--- src/design/snfr_pkg.sv ---
// Shared types, codes and helpers for the switch neighbor flow-rule block.
// No dependencies; imported by every module of the block.
package snfr_pkg;

  localparam int ADDR_WIDTH = 16;
  localparam int ID_W       = 4;
  localparam int CFG_IDX_W  = 1;
  localparam int CFG_DATA_W = 16;

  localparam logic OP_OPEN  = 1'b0;
  localparam logic OP_QUERY = 1'b1;

  localparam logic [1:0] KIND_ACK   = 2'd0;
  localparam logic [1:0] KIND_RULE  = 2'd1;
  localparam logic [1:0] KIND_ERROR = 2'd2;

  localparam logic [1:0] ACT_DROP    = 2'd0;
  localparam logic [1:0] ACT_FORWARD = 2'd1;
  localparam logic [1:0] ACT_DELIVER = 2'd2;

  localparam logic [1:0] PORT_NONE  = 2'd0;
  localparam logic [1:0] PORT_LEFT  = 2'd1;
  localparam logic [1:0] PORT_RIGHT = 2'd2;
  localparam logic [1:0] PORT_LOCAL = 2'd3;

  localparam logic [CFG_IDX_W-1:0] CFG_NUM_SWITCHES = 1'd0;
  localparam logic [CFG_IDX_W-1:0] CFG_MAX_IP       = 1'd1;

  typedef struct packed {
    logic                  opcode;
    logic [ID_W-1:0]       switch_id;
    logic [ID_W-1:0]       left_id;
    logic [ID_W-1:0]       right_id;
    logic [ADDR_WIDTH-1:0] range_low;
    logic [ADDR_WIDTH-1:0] range_high;
    logic [ADDR_WIDTH-1:0] src_addr;
    logic [ADDR_WIDTH-1:0] dst_addr;
  } in_item_t;

  typedef struct packed {
    logic [1:0]            result_kind;
    logic [1:0]            action;
    logic [1:0]            out_port;
    logic [ADDR_WIDTH-1:0] match_low;
    logic [ADDR_WIDTH-1:0] match_high;
  } out_item_t;

  // Table entry body; the valid mark lives in flops beside the memory.
  typedef struct packed {
    logic [ID_W-1:0]       left;
    logic [ID_W-1:0]       right;
    logic [ADDR_WIDTH-1:0] low;
    logic [ADDR_WIDTH-1:0] high;
  } entry_t;

  // Table access from the sequencer; slots are table index (id - 1).
  typedef struct packed {
    logic            wr_en;
    logic [ID_W-1:0] wr_slot;
    entry_t          wr_entry;
    logic [ID_W-1:0] rd_slot_a;
    logic [ID_W-1:0] rd_slot_b;
  } tbl_req_t;

  function automatic logic owns(entry_t e, logic [ADDR_WIDTH-1:0] addr);
    return (addr >= e.low) && (addr <= e.high);
  endfunction

endpackage

--- src/design/snfr_table.sv ---
// Switch table: one write port, two registered read ports, valid flops.
// Depends on snfr_pkg.
module snfr_table import snfr_pkg::*; #(
  parameter int TABLE_DEPTH = 8
) (
  input  logic                   clk,
  input  logic                   rst_n,
  input  tbl_req_t               req,
  output entry_t                 rd_a,
  output entry_t                 rd_b,
  output logic [TABLE_DEPTH-1:0] valid
);

  localparam int IDX_W = (TABLE_DEPTH > 1) ? $clog2(TABLE_DEPTH) : 1;

  entry_t                 mem [TABLE_DEPTH];
  entry_t                 rd_a_r, rd_b_r;
  logic [TABLE_DEPTH-1:0] valid_r;

  always_ff @(posedge clk) begin
    if (req.wr_en) begin
      mem[req.wr_slot[IDX_W-1:0]] <= req.wr_entry;
    end
    rd_a_r <= mem[req.rd_slot_a[IDX_W-1:0]];
    rd_b_r <= mem[req.rd_slot_b[IDX_W-1:0]];
  end

  always_ff @(posedge clk) begin
    if (!rst_n) begin
      valid_r <= '0;
    end else if (req.wr_en) begin
      valid_r[req.wr_slot[IDX_W-1:0]] <= 1'b1;
    end
  end

  assign rd_a  = rd_a_r;
  assign rd_b  = rd_b_r;
  assign valid = valid_r;

endmodule

--- src/design/snfr_ctrl.sv ---
// Request sequencer: open writes, query lookups over the table, output register.
// Depends on snfr_pkg; drives snfr_table through a tbl_req_t.
module snfr_ctrl import snfr_pkg::*; #(
  parameter int TABLE_DEPTH = 8
) (
  input  logic                   clk,
  input  logic                   rst_n,
  input  logic                   in_valid,
  output logic                   in_stall,
  input  in_item_t               in_data,
  output logic                   out_valid,
  input  logic                   out_stall,
  output out_item_t              out_data,
  input  logic [ID_W-1:0]        num_switches,
  input  logic [ADDR_WIDTH-1:0]  max_ip,
  output tbl_req_t               tbl_req,
  input  entry_t                 rd_a,
  input  entry_t                 rd_b,
  input  logic [TABLE_DEPTH-1:0] valid
);

  localparam int IDX_W = (TABLE_DEPTH > 1) ? $clog2(TABLE_DEPTH) : 1;
  localparam logic [ID_W-1:0] DEPTH_ID = ID_W'(TABLE_DEPTH);

  localparam logic [1:0] ST_IDLE = 2'd0;
  localparam logic [1:0] ST_SELF = 2'd1;
  localparam logic [1:0] ST_NB   = 2'd2;
  localparam logic [1:0] ST_PUT  = 2'd3;

  logic [1:0]            state_r, state_nxt;
  logic [ADDR_WIDTH-1:0] dst_r, dst_nxt;
  logic                  self_ok_r, self_ok_nxt;
  logic                  src_ok_r, src_ok_nxt;
  logic                  left_ok_r, left_ok_nxt;
  logic                  right_ok_r, right_ok_nxt;
  out_item_t             res_r, res_nxt;
  logic                  out_valid_r, out_valid_nxt;
  out_item_t             out_data_r, out_data_nxt;

  logic accept;
  logic out_free;

  // An id names a live slot when nonzero, within the table and opened.
  function automatic logic id_live(logic [ID_W-1:0] id, logic [TABLE_DEPTH-1:0] v);
    logic [ID_W-1:0] slot;
    slot = id - 1'b1;
    return (id != '0) && (id <= DEPTH_ID) && v[slot[IDX_W-1:0]];
  endfunction

  function automatic out_item_t rule(logic [1:0] act, logic [1:0] port,
                                     logic [ADDR_WIDTH-1:0] lo,
                                     logic [ADDR_WIDTH-1:0] hi);
    out_item_t r;
    r.result_kind = KIND_RULE;
    r.action      = act;
    r.out_port    = port;
    r.match_low   = lo;
    r.match_high  = hi;
    return r;
  endfunction

  assign in_stall = (state_r != ST_IDLE);
  assign accept   = in_valid && !in_stall;
  assign out_free = !out_valid_r || !out_stall;

  always_comb begin
    logic open_err;
    state_nxt     = state_r;
    dst_nxt       = dst_r;
    self_ok_nxt   = self_ok_r;
    src_ok_nxt    = src_ok_r;
    left_ok_nxt   = left_ok_r;
    right_ok_nxt  = right_ok_r;
    res_nxt       = res_r;
    out_valid_nxt = out_valid_r && out_stall;
    out_data_nxt  = out_data_r;

    tbl_req                   = '0;
    tbl_req.wr_slot           = in_data.switch_id - 1'b1;
    tbl_req.wr_entry.left     = in_data.left_id;
    tbl_req.wr_entry.right    = in_data.right_id;
    tbl_req.wr_entry.low      = in_data.range_low;
    tbl_req.wr_entry.high     = in_data.range_high;
    tbl_req.rd_slot_a         = in_data.switch_id - 1'b1;

    open_err = (in_data.switch_id > num_switches) || (in_data.left_id > num_switches) ||
               (in_data.right_id > num_switches) || (in_data.switch_id > DEPTH_ID) ||
               (in_data.left_id > DEPTH_ID) || (in_data.right_id > DEPTH_ID);

    unique case (state_r)
      ST_IDLE: begin
        if (accept) begin
          if (in_data.opcode == OP_OPEN) begin
            res_nxt = '0;
            if (open_err) begin
              res_nxt.result_kind = KIND_ERROR;
            end else begin
              res_nxt.result_kind = KIND_ACK;
              tbl_req.wr_en       = (in_data.switch_id != '0);
            end
            state_nxt = ST_PUT;
          end else begin
            dst_nxt     = in_data.dst_addr;
            self_ok_nxt = id_live(in_data.switch_id, valid);
            src_ok_nxt  = (in_data.src_addr <= max_ip);
            state_nxt   = ST_SELF;
          end
        end
      end
      ST_SELF: begin
        // own entry is on read port A now
        tbl_req.rd_slot_a = rd_a.left - 1'b1;
        tbl_req.rd_slot_b = rd_a.right - 1'b1;
        left_ok_nxt       = id_live(rd_a.left, valid);
        right_ok_nxt      = id_live(rd_a.right, valid);
        if (!self_ok_r || !src_ok_r) begin
          res_nxt   = rule(ACT_DROP, PORT_NONE, dst_r, dst_r);
          state_nxt = ST_PUT;
        end else if (owns(rd_a, dst_r)) begin
          res_nxt   = rule(ACT_DELIVER, PORT_LOCAL, dst_r, dst_r);
          state_nxt = ST_PUT;
        end else begin
          state_nxt = ST_NB;
        end
      end
      ST_NB: begin
        priority if (left_ok_r && owns(rd_a, dst_r)) begin
          res_nxt = rule(ACT_FORWARD, PORT_LEFT, rd_a.low, rd_a.high);
        end else if (right_ok_r && owns(rd_b, dst_r)) begin
          res_nxt = rule(ACT_FORWARD, PORT_RIGHT, rd_b.low, rd_b.high);
        end else begin
          res_nxt = rule(ACT_DROP, PORT_NONE, dst_r, dst_r);
        end
        state_nxt = ST_PUT;
      end
      ST_PUT: begin
        if (out_free) begin
          out_valid_nxt = 1'b1;
          out_data_nxt  = res_r;
          state_nxt     = ST_IDLE;
        end
      end
      default: state_nxt = ST_IDLE;
    endcase
  end

  always_ff @(posedge clk) begin
    if (!rst_n) begin
      state_r     <= ST_IDLE;
      out_valid_r <= 1'b0;
    end else begin
      state_r     <= state_nxt;
      out_valid_r <= out_valid_nxt;
    end
  end

  always_ff @(posedge clk) begin
    dst_r      <= dst_nxt;
    self_ok_r  <= self_ok_nxt;
    src_ok_r   <= src_ok_nxt;
    left_ok_r  <= left_ok_nxt;
    right_ok_r <= right_ok_nxt;
    res_r      <= res_nxt;
    out_data_r <= out_data_nxt;
  end

  assign out_valid = out_valid_r;
  assign out_data  = out_data_r;

endmodule

--- src/design/switch_neighbor_flow_rule.sv ---
// Top level of the switch neighbor flow-rule block: config registers and wiring.
// Depends on snfr_pkg, snfr_table and snfr_ctrl.

// Keeps a table of up to TABLE_DEPTH switches (id n lives in slot n-1, id 0 is
// "none"). An open beat registers a switch with its neighbors and owned
// destination range and answers ack, or error when an id is above
// num_switches or the table depth. A query beat answers one rule: drop,
// deliver on port 3, or forward on port 1/2 toward the neighbor that owns the
// destination. Timing: one beat is in flight at a time. An open goes from
// acceptance through the table write to the move into the output register,
// which waits while the output register is full and stalled. A query reads
// its own entry and, when that does not settle it, then both neighbor
// entries, all through the registered read ports of the table memory.
// The output register lets the next beat be taken while the previous
// result waits on out_stall. Valid marks sit in flops cleared by reset, so
// no clearing pass is needed. Config writes (cfg_index 0 num_switches,
// 1 max_ip) are expected only while the block is idle.
module switch_neighbor_flow_rule import snfr_pkg::*; #(
  parameter int TABLE_DEPTH = 8
) (
  input  logic                  clk,
  input  logic                  rst_n,
  input  logic                  in_valid,
  output logic                  in_stall,
  input  in_item_t              in_data,
  output logic                  out_valid,
  input  logic                  out_stall,
  output out_item_t             out_data,
  input  logic                  cfg_wr_en,
  input  logic [CFG_IDX_W-1:0]  cfg_index,
  input  logic [CFG_DATA_W-1:0] cfg_data
);

  logic [ID_W-1:0]        num_switches_r;
  logic [ADDR_WIDTH-1:0]  max_ip_r;

  tbl_req_t               tbl_req;
  entry_t                 rd_a, rd_b;
  logic [TABLE_DEPTH-1:0] valid;

  // Config registers; reset values 8 and 1000.
  always_ff @(posedge clk) begin
    if (!rst_n) begin
      num_switches_r <= ID_W'(8);
      max_ip_r       <= ADDR_WIDTH'(1000);
    end else if (cfg_wr_en) begin
      unique case (cfg_index)
        CFG_NUM_SWITCHES: num_switches_r <= cfg_data[ID_W-1:0];
        CFG_MAX_IP:       max_ip_r       <= cfg_data[ADDR_WIDTH-1:0];
        default: ;
      endcase
    end
  end

  snfr_table #(.TABLE_DEPTH(TABLE_DEPTH)) u_table (
    .clk   (clk),
    .rst_n (rst_n),
    .req   (tbl_req),
    .rd_a  (rd_a),
    .rd_b  (rd_b),
    .valid (valid)
  );

  snfr_ctrl #(.TABLE_DEPTH(TABLE_DEPTH)) u_ctrl (
    .clk          (clk),
    .rst_n        (rst_n),
    .in_valid     (in_valid),
    .in_stall     (in_stall),
    .in_data      (in_data),
    .out_valid    (out_valid),
    .out_stall    (out_stall),
    .out_data     (out_data),
    .num_switches (num_switches_r),
    .max_ip       (max_ip_r),
    .tbl_req      (tbl_req),
    .rd_a         (rd_a),
    .rd_b         (rd_b),
    .valid        (valid)
  );

endmodule

--- config.mk ---
export PLATFORM = sky130hd
export DESIGN_NAME = switch_neighbor_flow_rule
export DESIGN_NICKNAME = d
export VERILOG_FILES = /design/src/design/snfr_pkg.sv /design/src/design/snfr_table.sv /design/src/design/snfr_ctrl.sv /design/src/design/switch_neighbor_flow_rule.sv
export SDC_FILE = /design/constraint.sdc
export NUM_CORES = 1
export LEC_CHECK = 0
export ABC_AREA = 1
export BUFFER_PORTS_ARGS = -buffer_cell sky130_fd_sc_hd__buf_2
export CAP_MARGIN = 5
export CORE_MARGIN = 2
export CORE_UTILIZATION = 45
export DETAILED_ROUTE_END_ITERATION = 7
export SETUP_SLACK_MARGIN = 0.2
export SYNTH_ARGS = -nofsm -noshare
export SYNTH_HDL_FRONTEND = slang
export SYNTH_SLANG_ARGS = --single-unit
--- constraint.sdc ---
create_clock -name clk -period 9 [get_ports clk]
set_input_delay 1.35 -clock clk [delete_from_list [all_inputs] [get_ports clk]]
set_output_delay 1.35 -clock clk [all_outputs]
set_load 0.02 [all_outputs]
== Word-level counts from Yosys, hierarchy flattened ==
Memories as Yosys holds them, arrays and structs flattened. A register that Yosys moved wholly into a read port is not among the register bits.
Cells that the tools add are included.

* Register bits: 127
* Bits in latches: 0
* RAM bits: 320
* Bits in read-only memories: 0
* Input bits: 99
* Output and inout bits: 40
* Word-level logic and storage cells: 119
* Memories: 1

{| class="wikitable"
|+ Memory list
! memory !! depth !! width !! rd ports !! clocked after memory_dff !! write ports !! RTL line !! source
|-
| u_table.mem || 8 || 40 || 2 || 2 || 1 || snfr_table.sv:16 || <nowiki>entry_t mem [TABLE_DEPTH];</nowiki>
|}

* $add $sub $neg: 3
* $mul: 0
* Div/mod/pow operators: 0
* $lt $le $gt $ge: 18
* Equal/unequal tests: 7
* Shifts and indexed selects: 0
* Multiplexer cells: 31
* Bitwise operators: 2
* Reductions and logical operators: 37

{| class="wikitable"
|+ Operators by type and width
! kind !! count
|-
| 38-bit two-way mux || 5
|-
| 38-bit case mux with 3 select lines || 1
|-
| 16-bit less-or-equal comparator || 3
|-
| 35-bit two-way mux || 1
|-
| 16-bit greater-or-equal comparator || 2
|-
| 1-bit logical AND || 13
|-
| 1-bit two-way mux || 13
|-
| 4-bit greater-than comparator || 3
|-
| 4-bit greater-than comparator (second input constant) || 3
|-
| 4-bit less-or-equal comparator (second input constant) || 3
|-
| 3-bit by 4-bit less-than comparator with 1-bit output (second input constant) || 3
|-
| 4-bit nonzero test || 3
|-
| 2-bit two-way mux || 5
|-
| 1-bit binary-select mux with 3-bit select || 3
|-
| 8-bit OR || 1
|-
| 2-bit case mux with 4 select lines || 1
|-
| 2-bit AND reduction || 4
|-
| 1-bit logical OR || 7
|-
| 7-bit two-way mux || 1
|-
| 3-bit by 1-bit subtractor with 3-bit output (second input constant) || 2
|-
| 1-bit logical NOT || 5
|-
| 2-bit equality test (second input constant) || 2
|-
| 2-bit by 1-bit != test with 1-bit output (second input constant) || 2
|-
| 4-bit AND reduction || 1
|-
| other kinds (11) || 11
|}

== Logic depth before layout (Yosys ltp) ==
* Word-level depth: 12
* Depth in mapped cells: 18

== Hierarchy ==
A second synthesis with hierarchy kept.

* Cells, all modules: 3294
* Area total of the unflattened synthesis: 27475.1 um^2

{| class="wikitable"
|+ Modules (own cells, without submodules)
! module !! times used !! cells each !! area each (um^2)
|-
| snfr_table || 1 || 2258 || 18987.0
|-
| snfr_ctrl || 1 || 941 || 7749.9
|-
| switch_neighbor_flow_rule || 1 || 95 || 738.2
|}

== Worst setup path before layout ==
No wires, ideal clock.

* Path kind: input -> register
* Start point: in in_data[72] in the netlist's numbering
* End point: mem u_table.mem[7][0] in the netlist's numbering, enable pin
* Arrival time: 4.375 ns
* Slack: 4.188 ns
* Stages: 10
* Cell sequence: buf_4 inv_4 ha_1 inv_1 or2_4 nand2_2 nand3_2 nor4_4 nand2_1 nor2_1

* Cells in the longest elaborated chain, start to end: 12
* Elaborated cells between the ends (all ways): 15
* Classes of those cells: add/sub (1); order compare (2); mux (6); reduce/logical (6)

{| class="wikitable"
|+ Ends and longest elaborated chain
! what !! RTL line !! source
|-
| from (decl) || switch_neighbor_flow_rule.sv:25 || <nowiki>input in_item_t in_data,</nowiki>
|-
| 4-bit greater-than comparator || snfr_ctrl.sv:86 || <nowiki>open_err = (in_data.switch_id > num_switches) || (in_data.left_id > num_switches) ||</nowiki>
|-
| 1-bit logical OR (2 in a row) || snfr_ctrl.sv:86 ||
|-
| 1-bit logical OR (2 in a row) || snfr_ctrl.sv:87 || <nowiki>(in_data.right_id > num_switches) || (in_data.switch_id > DEPTH_ID) ||</nowiki>
|-
| 1-bit logical OR || snfr_ctrl.sv:88 || <nowiki>(in_data.left_id > DEPTH_ID) || (in_data.right_id > DEPTH_ID);</nowiki>
|-
| 1-bit two-way mux || snfr_ctrl.sv:95 || <nowiki>if (open_err) begin</nowiki>
|-
| 1-bit two-way mux || snfr_ctrl.sv:93 || <nowiki>if (in_data.opcode == OP_OPEN) begin</nowiki>
|-
| 1-bit two-way mux || snfr_ctrl.sv:92 || <nowiki>if (accept) begin</nowiki>
|-
| 1-bit two-way mux || snfr_ctrl.sv:90 || <nowiki>unique case (state_r)</nowiki>
|-
| 1-bit two-way mux || snfr_table.sv:21 || <nowiki>if (req.wr_en) begin</nowiki>
|-
| 1-bit two-way mux (implied by the code) || snfr_table.sv:22 || <nowiki>mem[req.wr_slot[IDX_W-1:0]] <= req.wr_entry;</nowiki>
|-
| to (decl) || snfr_table.sv:16 ||
|}

Several ways; a longest one is shown, not always the timed one.

== Worst setup path after layout ==
* Start point: reg, netlist name u_table.rd_a[32]
* End point: reg, netlist name u_table.rd_b[11]

* Cells in the longest elaborated chain, start to end: 2

{| class="wikitable"
|+ Ends and longest elaborated chain
! what !! RTL line !! source
|-
| 4-bit by 1-bit subtractor with 4-bit output || snfr_ctrl.sv:113 || <nowiki>tbl_req.rd_slot_b = rd_a.right - 1'b1;</nowiki>
|-
| 7-bit two-way mux || snfr_ctrl.sv:90 ||
|}

No other way between the ends.
A chain may end at the register's enable or synchronous reset.

==> impl_metrics.prom <==
# TYPE chip_impl_metric gauge
chip_impl_metric{name="power_density",unit="nW/um^2"} 321
chip_impl_metric{name="detail_route.first_pass.iterations",unit=""} 6
chip_impl_info{name="tritoncts",value="done"} 1
chip_impl_metric{name="io_buffers",unit=""} 138
chip_impl_info{name="synth_top_family_by_area",value="compound AO/OA/AOI/OAI gates"} 1
chip_impl_info{name="timing.critical_path.from_type",value="flop"} 1
chip_impl_metric{name="post-cts-setup-buffer-count",unit=""} 0
chip_impl_metric{name="clkLatencyLatePin",unit="ps"} 640
chip_impl_metric{name="grtUsageTotal",unit="%"} 22.9
chip_impl_info{name="clock_tree.root_cell",value="clkbuf_16"} 1
chip_impl_metric{name="grt_pass1_wl",unit="um"} 99000
chip_impl_info{name="synth.largest_area_cell",value="edfxtp_1"} 1
chip_impl_metric{name="timing_hold_violations_final",unit=""} 0
chip_impl_metric{name="htree_levels",unit=""} 2
chip_impl_info{name="most_used_standard_cell_by_instance_count_after_synthesis",value="edfxtp_1"} 1
chip_impl_info{name="netlist_top_cells_count",value="416 x edfxtp_1, 333 x nand2_1, 277 x inv_1"} 1
chip_impl_metric{name="critical_path.max_stage_delay",unit="ps"} 690
chip_impl_metric{name="post_synth_xor_area_fraction",unit="%"} 0.175
chip_impl_metric{name="power_leakage",unit="nW"} 10.7
chip_impl_metric{name="max_buffers_root_to_sink",unit=""} 3
chip_impl_metric{name="die_y",unit="um"} 237
chip_impl_metric{name="mux_contribution_to_synthesized_area",unit="%"} 0
chip_impl_metric{name="detailedPlacementHpwl",unit="um"} 40500
chip_impl_metric{name="clkTransAtPathRegs",unit="ps"} 60
chip_impl_metric{name="area_used_by_multi_input_combinational_logic",unit="um^2"} 8160
chip_impl_metric{name="layout-drive-gt1-share",unit="%"} 11.3
chip_impl_metric{name="fillers",unit=""} 4725
chip_impl_metric{name="worst-endpoint-required",unit="ps"} 9440
chip_impl_metric{name="synth.avg_cell_area",unit="um^2"} 10.4
chip_impl_metric{name="maxCapViolations",unit=""} 0
chip_impl_metric{name="synthesis.instances",unit=""} 2352
chip_impl_metric{name="final_antenna_net_count",unit=""} 0
chip_impl_info{name="cp_endpoint_kind",value="flop"} 1
chip_impl_info{name="crit_path_frequent_cell",value="buf_4"} 1
chip_impl_metric{name="gp_routability_congestion",unit=""} 0.890
chip_impl_metric{name="post_synthesis_simple_gate_area_fraction",unit="%"} 11.3
chip_impl_metric{name="ff_latch_area",unit="um^2"} 14600
chip_impl_info{name="synth-main-ff-cell",value="edfxtp_1"} 1
chip_impl_metric{name="slew-limit-headroom",unit="%"} 24.3
chip_impl_metric{name="number_of_buffers_added_to_fix_hold_violations_after_cts",unit=""} 0
chip_impl_info{name="setup.worst_path.class",value="reg -> reg"} 1
chip_impl_info{name="rsz_0062_raised_after_global_routing",value="no"} 1
chip_impl_metric{name="die_width",unit="um"} 237
chip_impl_metric{name="post-route-drc-count",unit=""} 0
chip_impl_metric{name="final_nets",unit=""} 2631
chip_impl_metric{name="cts-buffers-inserted",unit=""} 56
chip_impl_metric{name="timing.fmax",unit="MHz"} 240
chip_impl_metric{name="setup_tns",unit="ps"} 0
chip_impl_metric{name="timing_max_transition_violations_final",unit=""} 0
chip_impl_metric{name="final-setup-viol-count",unit=""} 0
chip_impl_info{name="synthTopCellsByArea",value="edfxtp_1 51%, dfxtp_1 8.5%, ha_1 5.2%"} 1
chip_impl_metric{name="flow.area_growth_from_synthesis",unit="%"} 12.9
chip_impl_metric{name="layout_setup_ws",unit="ps"} 4840
chip_impl_info{name="crit_path_top_delay_cell",value="a31oi_1"} 1
chip_impl_metric{name="start_util",unit="%"} 45.3
chip_impl_metric{name="largest_voltage_drop_on_the_vdd_net",unit="mV"} 0.206
chip_impl_metric{name="dr.first_iter.drc_count",unit=""} 1671
chip_impl_metric{name="placement_rows",unit=""} 85
chip_impl_metric{name="totalWireLength",unit="um"} 65000
chip_impl_metric{name="grt_max_degree",unit=""} 96
chip_impl_metric{name="design.portCount",unit=""} 139
chip_impl_metric{name="clock_skew",unit="ps"} 40.1
chip_impl_metric{name="die_area",unit="um^2"} 56000
chip_impl_metric{name="fin_area",unit="um^2"} 27500
chip_impl_metric{name="post_synth_fa_ha_maj_area_fraction",unit="%"} 5.24
chip_impl_info{name="min_delay_worst_type",value="reg -> reg"} 1
chip_impl_metric{name="route.detailed.vias_per_inst",unit=""} 5.70
chip_impl_metric{name="core_area",unit="um^2"} 53700
chip_impl_metric{name="synth_seq_cells",unit=""} 519
chip_impl_metric{name="vias",unit=""} 18100
chip_impl_metric{name="period_minus_slack",unit="ps"} 4160
chip_impl_metric{name="netlist.area_leader.share",unit="%"} 51.3
chip_impl_metric{name="quantity_of_gates_resized_following_cts",unit=""} 0
chip_impl_metric{name="final_min_period_over_clock_period",unit="%"} 46.3
chip_impl_metric{name="cp.buffers_inverters",unit=""} 4
chip_impl_metric{name="ys_async_sr_fraction",unit="%"} 0
chip_impl_metric{name="grt-ovfl-total",unit=""} 0
chip_impl_metric{name="initial_antenna_violation_count",unit=""} 11
chip_impl_metric{name="first_global_vias",unit=""} 17500
chip_impl_metric{name="unique_cell_type_count_in_the_yosys_netlist",unit=""} 44
chip_impl_info{name="status",value="completed"} 1
chip_impl_metric{name="synth_edf_count",unit=""} 416
chip_impl_metric{name="worstMarginPinSlew",unit="ps"} 1130
chip_impl_metric{name="post_synth_instance_area",unit="um^2"} 24300
chip_impl_info{name="timing.critical_path.max_delay_family",value="buffers and inverters"} 1
chip_impl_metric{name="net_count_synth",unit=""} 2553
chip_impl_info{name="cell_breakdown_of_the_critical_path",value="inv_2, ha_1, xor2_4, buf_4, nand2_2, buf_4, buf_4, o221ai_1, a31oi_1"} 1
chip_impl_metric{name="seq_area_frac_synth",unit="%"} 59.8
chip_impl_metric{name="number_of_synthesis_warnings",unit=""} 0
chip_impl_metric{name="postPlaceCellArea",unit="um^2"} 25600
chip_impl_metric{name="synth_compound_gate_area_share",unit="%"} 16.5
chip_impl_metric{name="critical_path_arrival",unit="ps"} 4600
chip_impl_metric{name="post-place-ws",unit="ps"} 4680
chip_impl_metric{name="timing.critical_path.fanout_max",unit=""} 52
chip_impl_metric{name="clock-sinks",unit=""} 519
chip_impl_metric{name="drt-wirelength-per-cell",unit="um"} 20.4
-- worst reg2reg max path, cell delays in order, from the launching register on --
cell	delay [ps]
dfxtp_1	590
inv_2	310
ha_1	370
xor2_4	190
buf_4	330
nand2_2	120
buf_4	530
buf_4	580
o221ai_1	270
a31oi_1	690
-- layout by cell type (no fill, tap or decap), types with 19 or more instances in the layout --
cell type,count
nand2_1,332
edfxtp_1,416
ha_1,101
nor2_1,189
o21ai_1,19
clkbuf_16,57
buf_2,138
dfxtp_1,103
o221ai_1,33
buf_4,28
a211oi_1,70
a31oi_1,72
nand4_1,38
a21oi_1,132
o21a_1,34
nand3_1,82
o2111ai_1,33
o21ai_0,149
inv_1,269
o211ai_1,71
-- flip-flops by register name, indices dropped and copies added, names as in the netlist --
name / cells
u_table.mem: 320
u_table.rd_a: 40
u_ctrl.out_data: 38
u_ctrl.res_r: 38
u_table.rd_b: 32
max_ip_r: 16
u_ctrl.dst_r: 16
u_table.valid: 8
num_switches_r: 4
u_ctrl.state_r: 2
u_ctrl.left_ok_r: 1
u_ctrl.out_valid: 1
u_ctrl.right_ok_r: 1
u_ctrl.self_ok_r: 1
u_ctrl.src_ok_r: 1
-- worst paths after layout --
path	from	end	slack, ps	cells after the start
worst min-delay path	u_ctrl.res_r[37]	u_ctrl.out_data[37]	420	0
worst min register to register	u_ctrl.res_r[37]	u_ctrl.out_data[37]	420	0
worst max-delay path	u_table.rd_a[32]	u_table.rd_b[11]	4840	9
worst max register to register	u_table.rd_a[32]	u_table.rd_b[11]	4840	9
-- power breakdown --
part           switching [W]  internal (W)  total (W)
Combinational        0.00224      0.000937    0.00317
Sequential          0.000240       0.00301    0.00325
Clock               0.000955       0.00144    0.00239
Total                0.00343       0.00539    0.00882
-- logic make-up (layout without fill, tap and decap cells) --
group,Yosys count,in the layout
AOI/OAI and AO/OA,636,636
adders and majority gates,102,102
buffers and inverters,429,555
DFF,519,519
xor gates and xnor gates,4,4
other,0,6
and+or+nand+nor,662,662
-- routing by layer --
layer / global-route usage [%] / vias up / wire [um]
li1: - / 8590 / -
met1: 30.1 / 8719 / 27700
met2: 37.9 / 676 / 30300
met3: 4.58 / 135 / 5220
met4: 8.02 / 6 / 1710
met5: 0 / - / 34
-- through the flow --
stage                     total power [W]  util [%]  instances  hold WS [ps]
after global placement            0.00635      47.6       3068           402
final                             0.00882      51.2       3180           416
after detailed placement          0.00643      47.6       3068           405
after floorplan                   0.00543         -       2352           400
after CTS                         0.00882      51.2       3174           416
after global routing              0.00933      51.2       3178           423
-- layout make-up --
class / count / share of cell area (%)
Antenna cell: 6 / 0.0546
Clock buffer: 79 / 5.67
Clock inverter: 27 / 1.34
Inverter: 283 / 3.88
Multi-Input combinational cell: 1404 / 29.7
Sequential cell: 519 / 52.9
Tap cell: 696 / 3.17
Timing Repair Buffer: 166 / 3.28
No activity file was read; power rests on OpenSTA's default activity.
